**src/rtl/epc_pkg.sv**
```systemverilog
// ----------------------------------------------------------------------------
// epc_pkg: shared types and constants of the Ethernet protocol classifier
// Payload structs, the record that passes from the parser to the counter
// stage, protocol and category codes, and small helper functions.
// ----------------------------------------------------------------------------
package epc_pkg;

    typedef struct packed {
        logic [7:0] frame_byte;
        logic       frame_last;
    } in_t;

    typedef struct packed {
        logic [2:0]  category;
        logic        was_ipv6;
        logic        filter_match;
        logic [15:0] transport_offset;
        logic [31:0] category_count;
        logic [31:0] ipv6_count;
        logic [31:0] total_count;
    } out_t;

    typedef struct packed {
        logic [2:0]  category;
        logic        was_ipv6;
        logic        filter_match;
        logic [15:0] transport_offset;
    } rec_t;

    typedef struct packed {
        logic full;
        logic empty;
    } q_status_t;

    localparam int QUEUE_DEPTH = 2;
    localparam int NUM_CATS    = 6;

    localparam logic [2:0] CAT_OTHER  = 3'd0;
    localparam logic [2:0] CAT_TCP    = 3'd1;
    localparam logic [2:0] CAT_UDP    = 3'd2;
    localparam logic [2:0] CAT_ICMPV4 = 3'd3;
    localparam logic [2:0] CAT_ICMPV6 = 3'd4;
    localparam logic [2:0] CAT_IGMP   = 3'd5;

    localparam logic [2:0] FILT_ALL    = 3'd0;
    localparam logic [2:0] FILT_UDP    = 3'd1;
    localparam logic [2:0] FILT_TCP    = 3'd2;
    localparam logic [2:0] FILT_ICMP   = 3'd3;
    localparam logic [2:0] FILT_IPV6   = 3'd4;
    localparam logic [2:0] FILT_ICMPV6 = 3'd5;

    localparam logic [15:0] ETH_IPV4 = 16'h0800;
    localparam logic [15:0] ETH_IPV6 = 16'h86DD;

    localparam logic [7:0] PROTO_HOPOPT  = 8'd0;
    localparam logic [7:0] PROTO_ICMP    = 8'd1;
    localparam logic [7:0] PROTO_IGMP    = 8'd2;
    localparam logic [7:0] PROTO_TCP     = 8'd6;
    localparam logic [7:0] PROTO_UDP     = 8'd17;
    localparam logic [7:0] PROTO_ROUTING = 8'd43;
    localparam logic [7:0] PROTO_FRAG    = 8'd44;
    localparam logic [7:0] PROTO_ICMPV6  = 8'd58;

    localparam int POS_ETYPE_HI  = 12;
    localparam int POS_ETYPE_LO  = 13;
    localparam int POS_V6_NEXT   = 20;
    localparam int POS_V4_PROTO  = 23;
    localparam int ETH_MIN_BYTES = 14;
    localparam int IPV4_MIN_BYTES = 34;
    localparam int IPV6_FIXED_END = 54;

    localparam logic [2:0] ADDR_FILTER_MODE = 3'd0;

    function automatic logic is_extension(input logic [7:0] h);
        return (h == PROTO_HOPOPT) || (h == PROTO_ROUTING) || (h == PROTO_FRAG);
    endfunction

    function automatic logic [31:0] sat_inc(input logic [31:0] v);
        return (v == 32'hFFFF_FFFF) ? v : v + 32'd1;
    endfunction

endpackage

```
**src/rtl/ethernet_ip_protocol_classifier_unit.sv**
```systemverilog
// ----------------------------------------------------------------------------
// ethernet_ip_protocol_classifier_unit: Ethernet IPv4/IPv6 frame classifier
// Classes each frame as tcp, udp, icmpv4, icmpv6, igmp or other, walks IPv6
// extension headers and keeps saturating per-category traffic counters.
// ----------------------------------------------------------------------------
// Frame bytes are taken one per cycle while in_stall is low, with no gaps
// between frames. The result of a frame passes through the two-entry record
// queue and then the counter stage output register on its way to the output
// channel. The input stalls only when the queue is full because the output
// is stalled.
// filter_mode sits at APB address 0.
module ethernet_ip_protocol_classifier_unit #(
    parameter int MAX_FRAME_BYTES = 65536
) (
    input  logic          clk,
    input  logic          rst_n,
    input  logic          in_valid,
    output logic          in_stall,
    input  epc_pkg::in_t  in_data,
    output logic          out_valid,
    input  logic          out_stall,
    output epc_pkg::out_t out_data,
    input  logic          psel,
    input  logic          penable,
    input  logic          pwrite,
    input  logic [2:0]    paddr,
    input  logic [31:0]   pwdata,
    output logic [31:0]   prdata,
    output logic          pready
);

    logic [2:0]         filter_mode_reg;
    logic               push;
    logic               pop;
    epc_pkg::rec_t      push_rec;
    epc_pkg::rec_t      pop_rec;
    epc_pkg::q_status_t q_status;

    assign pready = 1'b1;
    assign prdata = (paddr == epc_pkg::ADDR_FILTER_MODE) ? {29'd0, filter_mode_reg} : 32'd0;

    always_ff @(posedge clk or negedge rst_n)
    begin
        if (!rst_n)
            filter_mode_reg <= epc_pkg::FILT_ALL;
        else if (psel && penable && pwrite && pready && paddr == epc_pkg::ADDR_FILTER_MODE)
            filter_mode_reg <= pwdata[2:0];
    end

    epc_parser #(
        .MAX_FRAME_BYTES(MAX_FRAME_BYTES)
    ) u_parser (
        .clk        (clk),
        .rst_n      (rst_n),
        .in_valid   (in_valid),
        .in_data    (in_data),
        .in_stall   (in_stall),
        .filter_mode(filter_mode_reg),
        .q_status   (q_status),
        .push       (push),
        .push_rec   (push_rec)
    );

    epc_queue u_queue (
        .clk     (clk),
        .rst_n   (rst_n),
        .push    (push),
        .push_rec(push_rec),
        .pop     (pop),
        .pop_rec (pop_rec),
        .q_status(q_status)
    );

    epc_counters u_counters (
        .clk      (clk),
        .rst_n    (rst_n),
        .q_status (q_status),
        .pop_rec  (pop_rec),
        .pop      (pop),
        .out_valid(out_valid),
        .out_stall(out_stall),
        .out_data (out_data)
    );

    a_total_ge_ipv6: assert property (@(posedge clk) disable iff (!rst_n)
        out_valid |-> out_data.total_count >= out_data.ipv6_count)
        else $error("ipv6 count exceeds total count");

    a_total_ge_cat: assert property (@(posedge clk) disable iff (!rst_n)
        out_valid |-> out_data.total_count >= out_data.category_count)
        else $error("category count exceeds total count");

    a_offset_v6_only: assert property (@(posedge clk) disable iff (!rst_n)
        (out_valid && !out_data.was_ipv6) |-> out_data.transport_offset == 16'd0)
        else $error("transport offset on non-IPv6 frame");

    a_queue_stall: assert property (@(posedge clk) disable iff (!rst_n)
        q_status.full |-> in_stall && !push)
        else $error("push into full queue");

endmodule

```
**src/rtl/epc_parser.sv**
```systemverilog
// ----------------------------------------------------------------------------
// epc_parser: per-byte frame parser and classifier
// Tracks the ethertype, IPv4 protocol and IPv6 extension header walk one byte
// per cycle unless stalled, and classes the frame on its final byte.
// ----------------------------------------------------------------------------
module epc_parser #(
    parameter int MAX_FRAME_BYTES = 65536
) (
    input  logic              clk,
    input  logic              rst_n,
    input  logic              in_valid,
    input  epc_pkg::in_t      in_data,
    output logic              in_stall,
    input  logic [2:0]        filter_mode,
    input  epc_pkg::q_status_t q_status,
    output logic              push,
    output epc_pkg::rec_t     push_rec
);

    localparam int POS_W = $clog2(MAX_FRAME_BYTES + 1);
    localparam int BND_W = $clog2(MAX_FRAME_BYTES + 2049);
    localparam logic [POS_W-1:0] MAX_POS = POS_W'(MAX_FRAME_BYTES);
    localparam logic [POS_W-1:0] FIXED_END_P = POS_W'(epc_pkg::IPV6_FIXED_END);
    localparam logic [BND_W-1:0] FIXED_END_B = BND_W'(epc_pkg::IPV6_FIXED_END);

    logic [POS_W-1:0] pos_reg, pos_next;
    logic [15:0]      et_reg, et_next;
    logic [7:0]       proto_reg, proto_next;
    logic [7:0]       nh_reg, nh_next;
    logic [7:0]       staged_reg, staged_next;
    logic [POS_W-1:0] fo_reg, fo_next;
    logic [BND_W-1:0] bnd_reg, bnd_next;

    logic             accept;
    logic             frag;
    logic [BND_W-1:0] fo_b;
    logic [BND_W-1:0] pos_b;
    logic [BND_W-1:0] ext_len;
    logic [31:0]      fo_wide;
    logic [7:0]       b;

    assign in_stall = q_status.full;
    assign accept   = in_valid && !q_status.full;
    assign push     = accept && in_data.frame_last;
    assign b        = in_data.frame_byte;
    assign frag     = (nh_reg == epc_pkg::PROTO_FRAG);
    assign fo_b     = BND_W'(fo_reg);
    assign pos_b    = BND_W'(pos_reg);
    assign ext_len  = BND_W'({({1'b0, b} + 9'd1), 3'b000});

    always_comb
    begin
        pos_next    = pos_reg;
        et_next     = et_reg;
        proto_next  = proto_reg;
        nh_next     = nh_reg;
        staged_next = staged_reg;
        fo_next     = fo_reg;
        bnd_next    = bnd_reg;
        if (pos_reg < MAX_POS)
        begin
            pos_next = pos_reg + POS_W'(1);
            if (pos_reg == POS_W'(epc_pkg::POS_ETYPE_HI))
                et_next[15:8] = b;
            if (pos_reg == POS_W'(epc_pkg::POS_ETYPE_LO))
                et_next[7:0] = b;
            if (pos_reg == POS_W'(epc_pkg::POS_V6_NEXT))
                nh_next = b;
            if (pos_reg == POS_W'(epc_pkg::POS_V4_PROTO))
                proto_next = b;
            if (pos_reg >= FIXED_END_P && epc_pkg::is_extension(nh_reg))
            begin
                priority if (pos_reg == fo_reg)
                begin
                    staged_next = b;
                    if (frag)
                        bnd_next = fo_b + BND_W'(8);
                end
                else if (pos_b == fo_b + BND_W'(1) && !frag)
                begin
                    bnd_next = fo_b + ext_len;
                end
                else if (bnd_reg > fo_b + BND_W'(1) && pos_b + BND_W'(1) == bnd_reg)
                begin
                    fo_next = bnd_reg[POS_W-1:0];
                    nh_next = staged_reg;
                end
            end
        end
    end

    assign fo_wide = 32'(fo_next);

    always_comb
    begin
        push_rec.category         = epc_pkg::CAT_OTHER;
        push_rec.was_ipv6         = 1'b0;
        push_rec.filter_match     = (filter_mode == epc_pkg::FILT_ALL);
        push_rec.transport_offset = 16'd0;
        if (pos_next >= POS_W'(epc_pkg::ETH_MIN_BYTES) && et_next == epc_pkg::ETH_IPV6)
        begin
            push_rec.was_ipv6 = 1'b1;
            if (pos_next >= FIXED_END_P && !epc_pkg::is_extension(nh_next))
            begin
                if (nh_next == epc_pkg::PROTO_TCP)
                    push_rec.category = epc_pkg::CAT_TCP;
                else if (nh_next == epc_pkg::PROTO_UDP)
                    push_rec.category = epc_pkg::CAT_UDP;
                else if (nh_next == epc_pkg::PROTO_ICMPV6)
                    push_rec.category = epc_pkg::CAT_ICMPV6;
                push_rec.transport_offset = (fo_wide > 32'h0000_FFFF) ? 16'hFFFF
                                                                      : fo_wide[15:0];
                push_rec.filter_match = (filter_mode == epc_pkg::FILT_ALL)
                    || (filter_mode == epc_pkg::FILT_IPV6)
                    || (filter_mode == epc_pkg::FILT_TCP && nh_next == epc_pkg::PROTO_TCP)
                    || (filter_mode == epc_pkg::FILT_UDP && nh_next == epc_pkg::PROTO_UDP)
                    || ((filter_mode == epc_pkg::FILT_ICMP
                         || filter_mode == epc_pkg::FILT_ICMPV6)
                        && nh_next == epc_pkg::PROTO_ICMPV6);
            end
            else
            begin
                push_rec.filter_match = (filter_mode == epc_pkg::FILT_ALL)
                    || (filter_mode == epc_pkg::FILT_IPV6);
            end
        end
        else if (pos_next >= POS_W'(epc_pkg::IPV4_MIN_BYTES) && et_next == epc_pkg::ETH_IPV4)
        begin
            if (proto_next == epc_pkg::PROTO_ICMP)
                push_rec.category = epc_pkg::CAT_ICMPV4;
            else if (proto_next == epc_pkg::PROTO_IGMP)
                push_rec.category = epc_pkg::CAT_IGMP;
            else if (proto_next == epc_pkg::PROTO_TCP)
                push_rec.category = epc_pkg::CAT_TCP;
            else if (proto_next == epc_pkg::PROTO_UDP)
                push_rec.category = epc_pkg::CAT_UDP;
            push_rec.filter_match = (filter_mode == epc_pkg::FILT_ALL)
                || (filter_mode == epc_pkg::FILT_TCP && proto_next == epc_pkg::PROTO_TCP)
                || (filter_mode == epc_pkg::FILT_UDP && proto_next == epc_pkg::PROTO_UDP)
                || (filter_mode == epc_pkg::FILT_ICMP && proto_next == epc_pkg::PROTO_ICMP);
        end
    end

    always_ff @(posedge clk or negedge rst_n)
    begin
        if (!rst_n)
        begin
            pos_reg    <= '0;
            et_reg     <= '0;
            proto_reg  <= '0;
            nh_reg     <= '0;
            staged_reg <= '0;
            fo_reg     <= FIXED_END_P;
            bnd_reg    <= FIXED_END_B;
        end
        else if (accept)
        begin
            if (in_data.frame_last)
            begin
                // clear per-frame state after the final byte
                pos_reg    <= '0;
                et_reg     <= '0;
                proto_reg  <= '0;
                nh_reg     <= '0;
                staged_reg <= '0;
                fo_reg     <= FIXED_END_P;
                bnd_reg    <= FIXED_END_B;
            end
            else
            begin
                pos_reg    <= pos_next;
                et_reg     <= et_next;
                proto_reg  <= proto_next;
                nh_reg     <= nh_next;
                staged_reg <= staged_next;
                fo_reg     <= fo_next;
                bnd_reg    <= bnd_next;
            end
        end
    end

endmodule

```
**src/rtl/epc_queue.sv**
```systemverilog
// ----------------------------------------------------------------------------
// epc_queue: short record queue between parser and counter stage
// Holds classified frame records so that each side can stall on its own.
// ----------------------------------------------------------------------------
module epc_queue (
    input  logic               clk,
    input  logic               rst_n,
    input  logic               push,
    input  epc_pkg::rec_t      push_rec,
    input  logic               pop,
    output epc_pkg::rec_t      pop_rec,
    output epc_pkg::q_status_t q_status
);

    localparam int DEPTH = epc_pkg::QUEUE_DEPTH;
    localparam int PTR_W = (DEPTH > 1) ? $clog2(DEPTH) : 1;
    localparam int CNT_W = $clog2(DEPTH + 1);

    epc_pkg::rec_t    mem_reg [DEPTH];
    logic [PTR_W-1:0] wr_ptr_reg, wr_ptr_next;
    logic [PTR_W-1:0] rd_ptr_reg, rd_ptr_next;
    logic [CNT_W-1:0] cnt_reg, cnt_next;
    logic             do_push;
    logic             do_pop;

    assign q_status.full  = (cnt_reg == CNT_W'(DEPTH));
    assign q_status.empty = (cnt_reg == '0);
    assign do_push = push && !q_status.full;
    assign do_pop  = pop && !q_status.empty;
    assign pop_rec = mem_reg[rd_ptr_reg];

    always_comb
    begin
        wr_ptr_next = wr_ptr_reg;
        rd_ptr_next = rd_ptr_reg;
        cnt_next    = cnt_reg;
        if (do_push)
            wr_ptr_next = (wr_ptr_reg == PTR_W'(DEPTH - 1)) ? '0 : wr_ptr_reg + PTR_W'(1);
        if (do_pop)
            rd_ptr_next = (rd_ptr_reg == PTR_W'(DEPTH - 1)) ? '0 : rd_ptr_reg + PTR_W'(1);
        if (do_push && !do_pop)
            cnt_next = cnt_reg + CNT_W'(1);
        else if (do_pop && !do_push)
            cnt_next = cnt_reg - CNT_W'(1);
    end

    always_ff @(posedge clk)
    begin
        if (do_push)
            mem_reg[wr_ptr_reg] <= push_rec;
    end

    always_ff @(posedge clk or negedge rst_n)
    begin
        if (!rst_n)
        begin
            wr_ptr_reg <= '0;
            rd_ptr_reg <= '0;
            cnt_reg    <= '0;
        end
        else
        begin
            wr_ptr_reg <= wr_ptr_next;
            rd_ptr_reg <= rd_ptr_next;
            cnt_reg    <= cnt_next;
        end
    end

endmodule

```
**src/rtl/epc_counters.sv**
```systemverilog
// ----------------------------------------------------------------------------
// epc_counters: saturating traffic counters and result register
// Pops one frame record per cycle unless the queue is empty or the output is
// stalled, updates category, IPv6 and total counts, and presents the result.
// ----------------------------------------------------------------------------
module epc_counters (
    input  logic               clk,
    input  logic               rst_n,
    input  epc_pkg::q_status_t q_status,
    input  epc_pkg::rec_t      pop_rec,
    output logic               pop,
    output logic               out_valid,
    input  logic               out_stall,
    output epc_pkg::out_t      out_data
);

    logic [31:0]   cat_cnt_reg [epc_pkg::NUM_CATS];
    logic [31:0]   v6_cnt_reg, v6_cnt_next;
    logic [31:0]   tot_cnt_reg, tot_cnt_next;
    logic [31:0]   cat_cnt_next;
    logic          out_valid_reg;
    epc_pkg::out_t out_reg;

    assign pop       = !q_status.empty && (!out_valid_reg || !out_stall);
    assign out_valid = out_valid_reg;
    assign out_data  = out_reg;

    assign cat_cnt_next = epc_pkg::sat_inc(cat_cnt_reg[pop_rec.category]);
    assign v6_cnt_next  = pop_rec.was_ipv6 ? epc_pkg::sat_inc(v6_cnt_reg) : v6_cnt_reg;
    assign tot_cnt_next = epc_pkg::sat_inc(tot_cnt_reg);

    always_ff @(posedge clk or negedge rst_n)
    begin
        if (!rst_n)
        begin
            for (int i = 0; i < epc_pkg::NUM_CATS; i++)
                cat_cnt_reg[i] <= '0;
            v6_cnt_reg    <= '0;
            tot_cnt_reg   <= '0;
            out_valid_reg <= 1'b0;
        end
        else
        begin
            if (pop)
            begin
                cat_cnt_reg[pop_rec.category] <= cat_cnt_next;
                v6_cnt_reg    <= v6_cnt_next;
                tot_cnt_reg   <= tot_cnt_next;
                out_valid_reg <= 1'b1;
            end
            else if (!out_stall)
            begin
                out_valid_reg <= 1'b0;
            end
        end
    end

    always_ff @(posedge clk)
    begin
        if (pop)
        begin
            out_reg.category         <= pop_rec.category;
            out_reg.was_ipv6         <= pop_rec.was_ipv6;
            out_reg.filter_match     <= pop_rec.filter_match;
            out_reg.transport_offset <= pop_rec.transport_offset;
            out_reg.category_count   <= cat_cnt_next;
            out_reg.ipv6_count       <= v6_cnt_next;
            out_reg.total_count      <= tot_cnt_next;
        end
    end

endmodule

```
**config.mk**
```make
export PLATFORM = sky130hd
export DESIGN_NAME = ethernet_ip_protocol_classifier_unit
export DESIGN_NICKNAME = d
export VERILOG_FILES = /design/src/rtl/epc_pkg.sv /design/src/rtl/ethernet_ip_protocol_classifier_unit.sv /design/src/rtl/epc_parser.sv /design/src/rtl/epc_queue.sv /design/src/rtl/epc_counters.sv
export SDC_FILE = /design/constraint.sdc
export NUM_CORES = 1
export LEC_CHECK = 0
export ABC_AREA = 1
export BUFFER_PORTS_ARGS = -buffer_cell sky130_fd_sc_hd__buf_4
export CAP_MARGIN = 25
export CORE_ASPECT_RATIO = 1.1
export CORE_MARGIN = 3
export CORE_UTILIZATION = 68
export CTS_BUF_LIST = sky130_fd_sc_hd__clkbuf_2
export CTS_CLUSTER_DIAMETER = 200
export DETAILED_ROUTE_END_ITERATION = 10
export PLACE_DENSITY = 0.89
export SYNTH_ARGS = -nofsm -noshare
export SYNTH_HDL_FRONTEND = slang
export SYNTH_SLANG_ARGS = --single-unit
```
**constraint.sdc**
```tcl
create_clock -name clk -period 14.3 [get_ports clk]
set_clock_uncertainty 0.05 [all_clocks]
set_input_delay 4.29 -clock clk [delete_from_list [all_inputs] [get_ports clk]]
set_output_delay 4.29 -clock clk [all_outputs]
set_load 0.005 [all_outputs]
```
[Yosys cells after proc, flatten, opt, wreduce, memory -nomap -nowiden]
Memory sizes are Yosys's and may differ from the RTL's.
Cells that the tools add are included.
Widths: inputs -> output; s select.
Word-level totals
  register bits: 472
  bits in writable memories: 42
  input bits: 51
  output and inout port bits: 152
  logic and storage cells: 205
  memories: 1
Cells by class
  add/subtract/negate cells: 12
  $lt $le $gt $ge: 9
  eq/ne operators: 31
  muxes and demuxes: 68
  bitwise operators: 1
  reduce and logical (&&, ||, !) cells: 56
Memories
  u_queue.mem_reg: words 2, width 21, rd ports 1, clocked after Yosys merged registers in 0, wr ports 1, line epc_queue.sv:19  | epc_pkg::rec_t mem_reg [DEPTH];
Operators by type and width (count)
  $mux 17: 14
  $mux 32: 7
  $bwmux 192: 1
  $mux 8: 16
  $add 32x1->32 const B: 3
  $bmux 32 s3: 1
  $demux 32 s3: 1
  $eq 32x32->1 const B: 3
  $mux 16: 5
  $eq 17x17->1: 3
  $ge 17x6->1 const B: 3
  $eq 8x6->1 const B: 5
  $add 17x1->17 const B: 2
  $eq 17x4->1 const B: 2
  $eq 17x5->1 const B: 2
  $mux 3: 10
  $logic_and 1x1->1: 23
  $add 17x12->17: 1
  $add 17x4->17 const B: 1
  $ge 17x4->1 const B: 1
  $gt 17x16->1 const B: 1
  $gt 17x17->1: 1
  $lt 17x17->1 const B: 1
  $eq 16x12->1 const B: 1
  29 further kinds: 69

[Depth between registers and ports, before layout]
  depth after elaboration: 15
  gate-level depth with buffers: 29
  depth with buffers taken out: 29

[Cells and area by module]
Synthesis repeated with hierarchy kept, for this count alone.
Second synthesis, totals
  cell total of the unflattened synthesis: 3871
  area, all modules: 29831.1 um2
By module, submodules not included
  epc_counters: instances 1, cells each 2376, area each 19097.1 um2, seq. area each 9944.5 um2
  epc_parser: instances 1, cells each 1296, area each 8564.5 um2, seq. area each 2287.2 um2
  epc_queue: instances 1, cells each 141, area each 1751.7 um2, seq. area each 1361.3 um2
  ethernet_ip_protocol_classifier_unit: instances 1, cells each 58, area each 417.9 um2, seq. area each 75.1 um2

[Worst setup path before layout]
No wires, ideal clock.
  path type: input-to-output
  start: input paddr[1]
  end: output prdata[0]
  arrival time: 4.821 ns
  required time: 9.960 ns
  setup slack: 5.139 ns
  stages: 2
  path buffers: 0
  cell sequence: or3_1 > nor2_1
Between the ends
  word-level cells in the longest chain between the ends: 2
Ends and longest elaborated chain
  start, declared: line ethernet_ip_protocol_classifier_unit.sv:26  | input logic [2:0] paddr,
  $logic_not 3->1: line ethernet_ip_protocol_classifier_unit.sv:40  | assign prdata = (paddr == epc_pkg::ADDR_FILTER_MODE) ? {29'd0, filter_mode_reg} : 32'd0;
  $mux 3: line ethernet_ip_protocol_classifier_unit.sv:40
  end, declared: line ethernet_ip_protocol_classifier_unit.sv:28  | output logic [31:0] prdata,
Every way passes these cells.

[Final worst setup path]
Ends and elaborated chain as after synthesis.

==> results.txt <==
After floorplanning, the core was sized to cover 39,400 sq um. In this run the deepest clock path goes through 3 buffers. The tools report the detailed router's first-iteration violation count as 2,364. Setup repair after global routing left no endpoint under its margin.

Relative to the synthesized area, the layout overhead comes to 9.27%. In this run the critical register-to-register path is launched from u_queue.rd_ptr_reg. The H-tree was split into 4 levels. The die outline width was 197 um; the clock-pin slew on the worst setup and hold paths was 90 ps. The mapped netlist covers 27,300 sq um. The tightest min-delay check is of the flip-flop to flip-flop type. The net count of the finished layout is 3,590.

Counting instances, the worst hold path has a depth of 2. The placed standard-cell area is 28,500 sq um, and the sum of negative setup slack is 0 ps. The worst-path maximum fanout came out at 4. The tree built by TritonCTS fans out to 514 sinks. Terminus of the critical flop-to-flop path: u_counters.cat_cnt_reg[161]. TritonCTS built the clock tree.

The logs give 50.0% for the share of the yosys chip area belonging to registers and 0 for the max-slew violation count. The sum of routed wire length over all layers came out at 77.5 mm. The initial utilization of the core area, before any placement, comes to 69.4%.

After routing the design area is 29,800 sq um. For this design the ratio of total power to cell area is 190 nW/um^2. At the worst endpoint, the arrival time is 5090 ps. The required time of the critical path was 9960 ps. The number of flip-flops and latches in the synthesized netlist came out at 514. Entering global routing, the biggest net connects 121 pins. 203 I/O pins were placed. IR analysis of the VDD net gives a maximum drop of 0.104 mV. For this block, the via count after detailed routing is 24,434. The run gives 0 as the number of maximum-capacitance constraint violations. After detailed placement, the design holds a cell count of 3,872. Counting cells, the worst reg-to-reg path comes to 19. Once detail routing completed, the nets flagged for antenna violations numbered 0.

Of the cells placed in the final design, the portion with a size suffix greater than 1 is 14.4%. At the end of routability-driven placement, the weighted congestion stood at 0.952. The worst setup path is captured at an output port. The flow ran to the end, and the final reports show no timing, DRC or antenna violations. The worst pin sits at a relative slew slack of 31.6%.

For the met3 track utilization from global routing, the log shows 6.30%. Clock root buffer: sky130_fd_sc_hd__clkbuf_2. Cells fill 75.8% of the core in the end. For the clock latency on the worst-skew pair, the log shows 1160 ps. Counting flops with an async set or reset pin after synthesis yields a share of 69.1%. Remaining design rule violation count: 0. After floorplanning, the core was divided into 76 placement rows. For the pin with the worst max-slew slack, the measured transition is 1030 ps. For this run, global-route usage on met2 was measured as 62.3%.

For this run, the number of Yosys warnings is 0. A synthesized cell averages 8.22 sq um. The layer flagged by global routing as most heavily used is met2. In this run, distinct cell masters in the synthesized netlist total 64. Using the TritonRoute via totals, the vias-per-cell ratio works out to 5.95. The number of antenna violations at the first check in global routing was 1; the overall fraction of global-route tracks in use was 36.7%. The hold path startpoint is u_counters.cat_cnt_reg[167].

Total die area: 42,600 sq um. The first global-routing pass estimated 124 mm of wire. The number of hold-slack violations in the final timing report is 0.

The worst hold endpoint was u_counters.cat_cnt_reg[167]. In this run the tool buffered the top-level ports with 143 buffer cells. Counting flops with a built-in enable in the synthesized netlist gives 159. The worst setup path is launched from an input port. Static timing analysis puts the maximum clock frequency at 106 MHz.

Critical path class: input port to output port. Detailed placement finished with a half-perimeter wire length of 52.8 mm. Global routing used 43.2% of the available met1 tracks. The number of buffers inserted during clock tree synthesis was 130.

For this run the aggregate overflow at the end of global routing stands at 0. Final hold analysis gives a worst-case slack of 439 ps. The most frequently used flop master after synthesis was sky130_fd_sc_hd__dfrtp_1.

Synthesis produced a netlist whose cell count is 3,325. The first detailed-routing pass took 6 iterations. The post-cts resize count came out at 0.

The quantity of hold-fixing buffers added after cts is 0, and the flip-flop count of the largest register, all copies and words added is 192. The worst path in the final design needs a cycle of 9430 ps, including I/O delays and setup. The final critical path takes up 66.0% of the cycle. The number of setup buffers added after CTS is 0.

Setup slack on the worst reg-to-reg path comes out at 8800 ps. The logs give 4,109 for the final standard cell count with taps included and fillers excluded and 0 for the count of endpoints failing setup in the final report. From bottom edge to top edge, the die measures 216 um. Dividing the detail-routed wire length by the instance count gives 18.9 um. Via count of the first global-routing pass: 24,609.

The analysis attributes to cell leakage a power of 14.4 nW.
cells in the final DEF (no fill, tap or decap), types with 16 or more instances in the layout:
master                       n
sky130_fd_sc_hd__a21oi_1    99
sky130_fd_sc_hd__a31oi_1    34
sky130_fd_sc_hd__buf_4     166
sky130_fd_sc_hd__clkbuf_2  205
sky130_fd_sc_hd__clkinv_1   21
sky130_fd_sc_hd__conb_1     30
sky130_fd_sc_hd__dfrtp_1   347
sky130_fd_sc_hd__edfxtp_1  159
sky130_fd_sc_hd__ha_1       37
sky130_fd_sc_hd__inv_1     349
sky130_fd_sc_hd__inv_2      22
sky130_fd_sc_hd__nand2_1   968
sky130_fd_sc_hd__nand3_1   167
sky130_fd_sc_hd__nand3_2    19
sky130_fd_sc_hd__nand4_1    43
sky130_fd_sc_hd__nor2_1    195
sky130_fd_sc_hd__nor3_1     51
sky130_fd_sc_hd__nor4_1     22
sky130_fd_sc_hd__o211ai_1   17
sky130_fd_sc_hd__o21ai_0   275
sky130_fd_sc_hd__o21ai_1    68
sky130_fd_sc_hd__o22ai_1    63
sky130_fd_sc_hd__xnor2_1    16
sky130_fd_sc_hd__xor2_1     80
per-stage QoR:
step / power (W) / setup WS, ps
5_1_grt: 0.00603 / 4820
4_1_cts: 0.00563 / 4870
2_1_floorplan: 0.00378 / 5140
3_5_place_dp: 0.00459 / 4870
3_3_place_gp: 0.00447 / 4940
6_report: 0.00566 / 4870
cell families after synthesis:
logic type	count (synthesis)	share of synthesized area [%]
simple gates	1546	24.6
compound gates	592	11.9
buf+inv	530	8.20
flops	514	50.0
xor+xnor	103	3.52
fa+ha+maj	38	1.77
other cells	2	0.0275
how the worst max path moves through the flow:
stage	depth (start not counted)	to	startpoint	slack [ps]
after floorplan	2	prdata[0]	paddr[1]	5140
after global placement	4	prdata[0]	paddr[1]	4940
after detailed placement	4	prdata[2]	paddr[1]	4870
after CTS	4	prdata[2]	paddr[1]	4870
after global routing	4	prdata[0]	paddr[1]	4820
final	4	prdata[0]	paddr[1]	4870
layout make-up:
cell class | count | area [sq um]
sequential | 514 | 13700
multi-input combinational | 2309 | 11600
fill | 2849 | 9520
inverter | 375 | 1420
timing repair buffer | 171 | 1350
clock buffer | 205 | 1030
tap | 507 | 634
clock inverter | 27 | 190
antenna | 1 | 2.50
per-layer routing:
metal,routed length (um),share of wire (%),vias to the layer above
met4,4900,6.3,0
met2,38400,50,1277
met1,28500,37,11498
li1,-,-,11317
met3,5710,7.4,342
met5,0,0,-
power by group:
part           internal (W)  switching [W]  leakage (nW)  total (W)
clock network      0.000430       0.000598         0.944    0.00103
logic              0.000716        0.00154          7.26    0.00226
registers           0.00212       0.000257          6.18    0.00238
total               0.00326        0.00240          14.4    0.00566
Yosys cell counts (all sizes together) (3+ instances only):
cell / n / share of area (%)
a21oi: 111 / 2.2
a22oi: 7 / 0.19
a31oi: 35 / 0.82
and2: 3 / 0.069
and3: 4 / 0.092
buf: 82 / 2.0
clkbuf: 73 / 1.0
clkinv: 5 / 0.069
dfrtp: 347 / 32
dfstp: 8 / 0.77
edfxtp: 159 / 17
ha: 37 / 1.7
inv: 370 / 5.1
nand2: 982 / 14
nand3: 189 / 3.9
nand3b: 8 / 0.23
nand4: 47 / 1.2
nor2: 220 / 3.3
nor3: 56 / 1.1
nor4: 23 / 0.58
o211ai: 17 / 0.47
o21ai: 349 / 6.5
o21bai: 3 / 0.082
o22ai: 63 / 1.4
or2: 10 / 0.23
xnor2: 17 / 0.57
xor2: 85 / 2.9
critical path, cell delays in order:
cell and delay [ps]:
sky130_fd_sc_hd__buf_4 100, sky130_fd_sc_hd__or3_1 420, sky130_fd_sc_hd__nor2_1 140, sky130_fd_sc_hd__buf_4 130
Note: power is estimated with default switching activity, not from simulation.
